### src/design/bea_pkg.sv
// package: widths, register indexes and per-button state type for the button block
`default_nettype none

package bea_pkg;

  localparam int BUTTONS = 6;
  localparam int TIME_W  = 32;
  localparam int CFG_W   = 16;

  localparam int CFG_IDX_W = 1;
  localparam logic [CFG_IDX_W-1:0] CFG_HOLD_DELAY    = CFG_IDX_W'(0);
  localparam logic [CFG_IDX_W-1:0] CFG_REPEAT_PERIOD = CFG_IDX_W'(1);

  localparam logic [CFG_W-1:0] HOLD_DELAY_RST    = CFG_W'(500);
  localparam logic [CFG_W-1:0] REPEAT_PERIOD_RST = CFG_W'(100);

  localparam int IN_W        = BUTTONS + TIME_W;
  localparam int IN_TDATA_W  = ((IN_W + 7) / 8) * 8;
  localparam int OUT_W       = 4 * BUTTONS;
  localparam int OUT_TDATA_W = ((OUT_W + 7) / 8) * 8;

  typedef struct packed {
    logic [TIME_W-1:0] press_time;
    logic [TIME_W-1:0] last_fire;
    logic              fired;
  } btn_state_t;

endpackage

`default_nettype wire

### src/design/button_edge_and_autorepeat.sv
// top level: button edge detector with typematic auto-repeat
// 2 register stages: the input register, then the result register
// one item per cycle when not stalled; per-button compares all sit in one stage
// a waiting result does not block the input register, so one more item is taken
// reset (rst, synchronous): pipeline empty, button history and timers cleared,
// hold delay 500 ms and repeat period 100 ms
`default_nettype none

module button_edge_and_autorepeat
  import bea_pkg::*;
(
  input  wire logic                   clk,
  input  wire logic                   rst,
  input  wire logic                   s_axis_tvalid,
  output logic                        s_axis_tready,
  // button_bits, now_ms, zero pad
  input  wire logic [IN_TDATA_W-1:0]  s_axis_tdata,
  output logic                        m_axis_tvalid,
  input  wire logic                   m_axis_tready,
  // level_bits, press_edge_bits, release_edge_bits, repeat_fire_bits, zero pad
  output logic [OUT_TDATA_W-1:0]      m_axis_tdata,
  input  wire logic                   cfg_we,
  input  wire logic [CFG_IDX_W-1:0]   cfg_index,
  input  wire logic [CFG_W-1:0]       cfg_data
);

  logic [CFG_W-1:0]   hold_delay_ms;
  logic [CFG_W-1:0]   repeat_period_ms;

  logic               in_valid;
  logic [BUTTONS-1:0] in_buttons;
  logic [TIME_W-1:0]  in_now;

  logic               out_valid;
  logic [OUT_W-1:0]   out_data;

  logic [BUTTONS-1:0] prev_levels;
  btn_state_t         btn_state      [BUTTONS];
  btn_state_t         btn_state_next [BUTTONS];
  logic [BUTTONS-1:0] fire;
  logic [BUTTONS-1:0] press;
  logic [BUTTONS-1:0] release_bits;
  logic               advance;

  assign advance       = in_valid && (!out_valid || m_axis_tready);
  assign s_axis_tready = !in_valid || advance;
  assign m_axis_tvalid = out_valid;
  assign m_axis_tdata  = OUT_TDATA_W'(out_data);

  assign press        = in_buttons & ~prev_levels;
  assign release_bits = prev_levels & ~in_buttons;

  for (genvar i = 0; i < BUTTONS; i++) begin : g_btn
    bea_button u_button (
      .cur              (in_buttons[i]),
      .prev             (prev_levels[i]),
      .now_ms           (in_now),
      .hold_delay_ms    (hold_delay_ms),
      .repeat_period_ms (repeat_period_ms),
      .state            (btn_state[i]),
      .fire             (fire[i]),
      .state_next       (btn_state_next[i])
    );
  end

  // config registers
  always_ff @(posedge clk) begin
    if (rst) begin
      hold_delay_ms    <= HOLD_DELAY_RST;
      repeat_period_ms <= REPEAT_PERIOD_RST;
    end else if (cfg_we) begin
      if (cfg_index == CFG_HOLD_DELAY) begin
        hold_delay_ms <= cfg_data;
      end else if (cfg_index == CFG_REPEAT_PERIOD) begin
        repeat_period_ms <= cfg_data;
      end
    end
  end

  // input register
  always_ff @(posedge clk) begin
    if (rst) begin
      in_valid <= 1'b0;
    end else if (s_axis_tready) begin
      in_valid <= s_axis_tvalid;
    end
  end

  always_ff @(posedge clk) begin
    if (s_axis_tvalid && s_axis_tready) begin
      in_buttons <= s_axis_tdata[BUTTONS-1:0];
      in_now     <= s_axis_tdata[IN_W-1:BUTTONS];
    end
  end

  // result register
  always_ff @(posedge clk) begin
    if (rst) begin
      out_valid <= 1'b0;
    end else if (advance) begin
      out_valid <= 1'b1;
    end else if (m_axis_tready) begin
      out_valid <= 1'b0;
    end
  end

  always_ff @(posedge clk) begin
    if (advance) begin
      out_data <= {fire, release_bits, press, in_buttons};
    end
  end

  // button history
  always_ff @(posedge clk) begin
    if (rst) begin
      prev_levels <= '0;
      for (int i = 0; i < BUTTONS; i++) begin
        btn_state[i] <= '0;
      end
    end else if (advance) begin
      prev_levels <= in_buttons;
      for (int i = 0; i < BUTTONS; i++) begin
        btn_state[i] <= btn_state_next[i];
      end
    end
  end

endmodule

`default_nettype wire

### src/design/bea_button.sv
// one button: hold-delay and repeat-interval check with next state
`default_nettype none

module bea_button
  import bea_pkg::*;
(
  input  wire logic              cur,
  input  wire logic              prev,
  input  wire logic [TIME_W-1:0] now_ms,
  input  wire logic [CFG_W-1:0]  hold_delay_ms,
  input  wire logic [CFG_W-1:0]  repeat_period_ms,
  input  wire btn_state_t        state,
  output logic                   fire,
  output btn_state_t             state_next
);

  logic [TIME_W-1:0] press_eff;
  logic [TIME_W-1:0] held_ms;
  logic [TIME_W-1:0] since_fire_ms;
  logic              held_long;
  logic              period_up;

  always_comb begin
    press_eff     = (cur && !prev) ? now_ms : state.press_time;
    held_ms       = now_ms - press_eff;
    since_fire_ms = now_ms - state.last_fire;
    held_long     = held_ms >= {{(TIME_W-CFG_W){1'b0}}, hold_delay_ms};
    period_up     = (repeat_period_ms != '0) &&
                    (since_fire_ms >= {{(TIME_W-CFG_W){1'b0}}, repeat_period_ms});
    fire          = cur && held_long && (!state.fired || period_up);

    if (!cur) begin
      state_next = '0;
    end else begin
      state_next.press_time = press_eff;
      state_next.last_fire  = fire ? now_ms : state.last_fire;
      state_next.fired      = state.fired | fire;
    end
  end

endmodule

`default_nettype wire

### config.mk
export PLATFORM = sky130hd
export DESIGN_NAME = button_edge_and_autorepeat
export DESIGN_NICKNAME = d
export VERILOG_FILES = /design/src/design/bea_pkg.sv /design/src/design/button_edge_and_autorepeat.sv /design/src/design/bea_button.sv
export SDC_FILE = /design/constraint.sdc
export NUM_CORES = 2
export LEC_CHECK = 0
export ABC_AREA = 1
export BUFFER_PORTS_ARGS = -buffer_cell sky130_fd_sc_hd__buf_4
export CORE_ASPECT_RATIO = 1.75
export CORE_MARGIN = 10
export CORE_UTILIZATION = 65
export DETAILED_ROUTE_END_ITERATION = 7
export MAX_ROUTING_LAYER = met4
export PLACE_DENSITY = 0.85
export SLEW_MARGIN = 30
export SYNTH_ARGS = -nofsm -noshare
export SYNTH_HDL_FRONTEND = slang
export SYNTH_SLANG_ARGS = --single-unit
### constraint.sdc
create_clock -name clk -period 8.4 [get_ports clk]
set_input_delay 1.68 -clock clk [delete_from_list [all_inputs] [get_ports clk]]
set_output_delay 1.68 -clock clk [all_outputs]
set_load 0.01 [all_outputs]
* After elaboration in Yosys (flattened, before gate mapping) *
Memories as Yosys holds them, arrays and structs flattened.
Cells that the tools add are included.

storage, ports and cells
  bits in registers = 102
  bits in writable memories = 390
  input bits = 62
  output and inout port bits = 26
  word-level logic and storage cells = 133
  memories = 1

memory list
  name       depth  width  read ports  clocked after Yosys merged registers in  write ports  line                              source
  btn_state  6      65     6           0                                        6            button_edge_and_autorepeat.sv:38  btn_state_t btn_state [BUTTONS];

operators by class
  add/subtract/negate cells = 12
  $lt $le $gt $ge = 12
  multiplexer cells = 31
  bitwise gates (word level) = 17
  reductions and logical operators = 52

operators with widths
  kind                number
  $mux 65             12
  $ge 32x16->1        12
  $mux 32             12
  $sub 32x32->32      12
  $logic_and 1x1->1   26
  $reduce_bool 16->1  1
  $logic_not 1->1     14
  $and 6x6->6         2
  $not 6->6           2
  $or 1x1->1          12
  $logic_or 1x1->1    8
  $mux 1              7
  $reduce_and 2->1    2
  $reduce_bool 2->1   1
  $not 1->1           1

* Logic depth before layout (Yosys ltp) *
  word-level depth = 10
  gate-level depth with buffers = 32
  depth with buffers taken out = 31

* By module *
A second synthesis with hierarchy kept.

second synthesis, totals
  cells, all modules = 10198
  area, all modules = 61318.8 µm²

by module, submodules not included
  module                               times used  cells each  area each (µm²)
  bea_button at g_btn[0].u_button ...  3           1447        7086.8
  button_edge_and_autorepeat           1           1481        18546.5
  bea_button at g_btn[1].u_button      1           1444        7300.8
  bea_button at g_btn[5].u_button      1           1472        7118.1
  bea_button at g_btn[4].u_button      1           1460        7093.1

* Least setup slack after synthesis *
No wires, ideal clock.

  kind = input to register
  from = in m_axis_tready
  to = mem btn_state[0][0] in the netlist's numbering, enable pin
  arrival = 6.516 ns
  slack = 1.331 ns
  cell stages on the path = 6
  path buffers = 0
  cell sequence = inv_1 nand2_1 nand2_1 inv_1 nor2_1 inv_1

RTL lines
  element             line                              source
  start: declaration  button_edge_and_autorepeat.sv:19  input wire logic m_axis_tready,
  end: declaration    button_edge_and_autorepeat.sv:38

==> run_results.csv <==
group,metric,value,unit
floorplan,dieArea,93400,um2
power_and_ir_drop,leakage,0.0302,uW
yosys,synth_commonest_cells,"2688 x nand2_1, 1549 x inv_1, 1062 x nor2_1",
routing,wirelength,212000,um
worst_hold_path,whs_path_depth,2,
layout,nNetsFinal,9028,
sta,max_freq,0.167,GHz
worst_setup_path,timing.reg2reg.setup_slack,2.40,ns
sta,final-hold-violation-count,0,
run_status,status,"finished with violations",
grt,antenna_found_initial,14,
clock_tree,postCtsSetupBuffers,0,
yosys,synth-edff-count,452,
yosys,yosys.area.top_type,"edfxtp_1",
yosys,synth_top_area_share,25.7,%
clock_tree,cts_tree,"built",
grt,grt_first_pass_wirelength,309000,um
worst_setup_path,arrival,6.31,ns
routing,ant_nets,0,
worst_setup_path,path_max_fanout,42,
worst_setup_path,startpoint_type,"flop",
sta,finalSetupViolCount,0,
worst_setup_path,r2r_start,"in_buttons[3]",
routing,vias,56622,
yosys,syn_nets,8960,
layout,nFillCells,7148,
clock_tree,clock_path_buffers,3,
yosys,synth_warnings,0,
layout,area_delta_synth_final,6.90,%
clock_tree,numCtsBuffers,50,
clock_tree,clk_pin_slew,0.07,ns
worst_setup_path,endpoint_kind,"flop",
job,maxCapViolCount,0,
yosys,synth-seq-cells,492,
floorplan,io_pins,88,
clock_tree,h-tree-depth,2,
sta,fin_skew,0.0261,ns
yosys,netlist_top_cells_area,"edfxtp_1 26%, nand2_1 19%, ha_1 12%, inv_1 11%, nor2_1 7.6%",
clock_tree,cts.sinks,492,
worst_hold_path,min_from,"prev_levels[3]",
routing,first_iter_violations,6534,
power_and_ir_drop,peakVddDrop,0.199,mV
worst_hold_path,hold_path.class,"flop to flop",
sta,relSlewSlack,29.2,%
sta,fin_tns_setup,0,ns
placement,place_hpwl,155000,um
sta,tightestPinTransition,1.06,ns
layout,drive_gt1_share,4.70,%
floorplan,coreArea,80600,um2
floorplan,fp-row-count,138,
yosys,syn_avg_cell_area,6.29,um2
layout,regArea,14400,um2
grt,grt_pass1_vias,53909,
grt,grt_usage,45.0,%
sta,hold_slack,0.542,ns
clock_tree,holdBufCountCts,0,
floorplan,start_util,65.4,%
run_status,failed_checks,"DRC",
routing,drc_errors,1,
yosys,synth_most_common_cell,"nand2_1",
worst_setup_path,r2r_end,"btn_state[3][25]",
yosys,seq_area_frac_synth,27.3,%
routing,viasPerCell,5.92,
yosys,syn-cell-area,52700,um2
worst_setup_path,critPathKind,"flop to flop",
placement,gp_congestion,1.10,
layout,multiInputGateArea,31800,um2
placement,portBuffers,85,
yosys,yosysUniqueCellTypes,47,
routing,wl_per_cell,22.1,um
clock_tree,cts-root-buf,"clkbuf_16",
sta,slew_viol_final,0,
sta,fin_crit_sh,71.5,%
clock_tree,clk_latency,0.67,ns
worst_setup_path,r2r_cells,26,
worst_setup_path,cp-startpoint,"in_buttons[3]",
floorplan,fp.dieH,397,um
floorplan,chipWidth,235,um
sta,period_needed,6.00,ns
worst_setup_path,cp-endpoint,"btn_state[3][25]",
yosys,syn_inst,8388,
clock_tree,cts_resized,0,
power_and_ir_drop,power_density,169,nW/um2
routing,dr.pass1.iters,8,
yosys,synth_ff_type,"edfxtp_1",
grt,grt_max_degree,81,
grt,grt-ovfl-total,0,
sta,rsz0062_at_grt,"false",
yosys,async_flop_share,0,%
worst_setup_path,cp.required,8.71,ns
critical path: stages, from the launching register on:
cell      delay, ns
edfxtp_1       0.57
nand2_2        0.62
clkinv_1       0.55
buf_4          0.39
o21ai_0        0.30
ha_1           0.33
inv_1          0.10
o21ai_0        0.16
nand2_1        0.10
nand2_1        0.09
a21oi_1        0.14
nand2_1        0.13
xor2_1         0.17
ha_1           0.29
inv_1          0.05
o31ai_1        0.26
a21oi_1        0.07
nand2_1        0.07
nor2_1         0.05
nand2_1        0.06
nor2_1         0.04
nand2_1        0.05
nor2_1         0.04
nand2_1        0.25
nand3_1        0.18
a21oi_2        0.15
buf_4          0.40
flip-flops by register name, summed over array words and instances, names as in the netlist:
| signal | flops |
|---|---|
| btn_state | 390 |
| m_axis_tvalid | 1 |
| repeat_period_ms | 16 |
| in_valid | 1 |
| hold_delay_ms | 16 |
| in_now | 32 |
| prev_levels | 6 |
| in_buttons | 6 |
| m_axis_tdata | 24 |
worst min path at each step:
stage                           endpoint  slack, ns
final                     prev_levels[3]       0.54
after global placement     m_axis_tvalid       0.50
after floorplan           prev_levels[1]       0.47
after global routing       m_axis_tvalid       0.56
after detailed placement   m_axis_tvalid       0.52
after CTS                  m_axis_tvalid       0.53
layer usage:
metal / track usage, % / routed length, um
met1: 44.9 / 68100
met2: 70.5 / 94100
met3: 11.7 / 24800
met4: 43.7 / 24600
met5: - / 0
layout by cell type (no fill, tap or decap), drive strengths merged:
master and instances:
a21boi 14, nand3 467, o31ai 13, nor2 1089, edfxtp 452, inv 1585, nand3b 27, o31a 3
o311ai 1, nand2 2717, and3 1, or2 9, bufinv 3, xnor2 20, a31oi 2, and2 15
nor4 11, o211ai 13, buf 160, xor2 155, o21a 15, o21ai 327, fa 6, diode 23
nor3 107, clkinvlp 1, o21bai 21, ha 504, a211oi 72, a21oi 443, nand4 108, clkinv 22
a21o 13, clkbuf 58, a221oi 4, dfxtp 40
stage by stage:
stage	area, um2	util, %	worst slack (ns)	power [uW]	instances
2_1_floorplan	52700	-	1.33	5850	8388
3_3_place_gp	54600	67.7	2.58	6920	9452
3_5_place_dp	54600	67.7	2.48	7030	9452
4_1_cts	56300	69.8	2.42	9360	9546
5_1_grt	56300	69.9	2.08	10000	9561
6_report	56400	69.9	2.40	9540	9571
layout make-up:
class	instances	area share (%)
Multi-Input combinational cell	6177	56.4
Sequential cell	492	25.5
Clock buffer	58	2.31
Tap cell	1050	2.33
Antenna cell	23	0.102
Clock inverter	36	0.639
Timing Repair Buffer	160	2.20
Inverter	1575	10.5
report_power, final:
group | switching (uW) | internal, uW | total [uW]
combinational | 2930 | 1330 | 4260
clock | 1130 | 1240 | 2370
sequential | 70.1 | 2840 | 2910
total | 4130 | 5410 | 9540
kinds of logic after synthesis:
group,Yosys count,share of synthesized area [%]
AND/OR/NAND/NOR,4551,35.4
buffers and inverters,1719,12.5
AO/OA/AOI/OAI,941,9.76
adder cells (fa/ha/maj),510,12.2
flip-flops,492,27.3
XOR/XNOR,175,2.91
(Power assumes the default switching activity.)
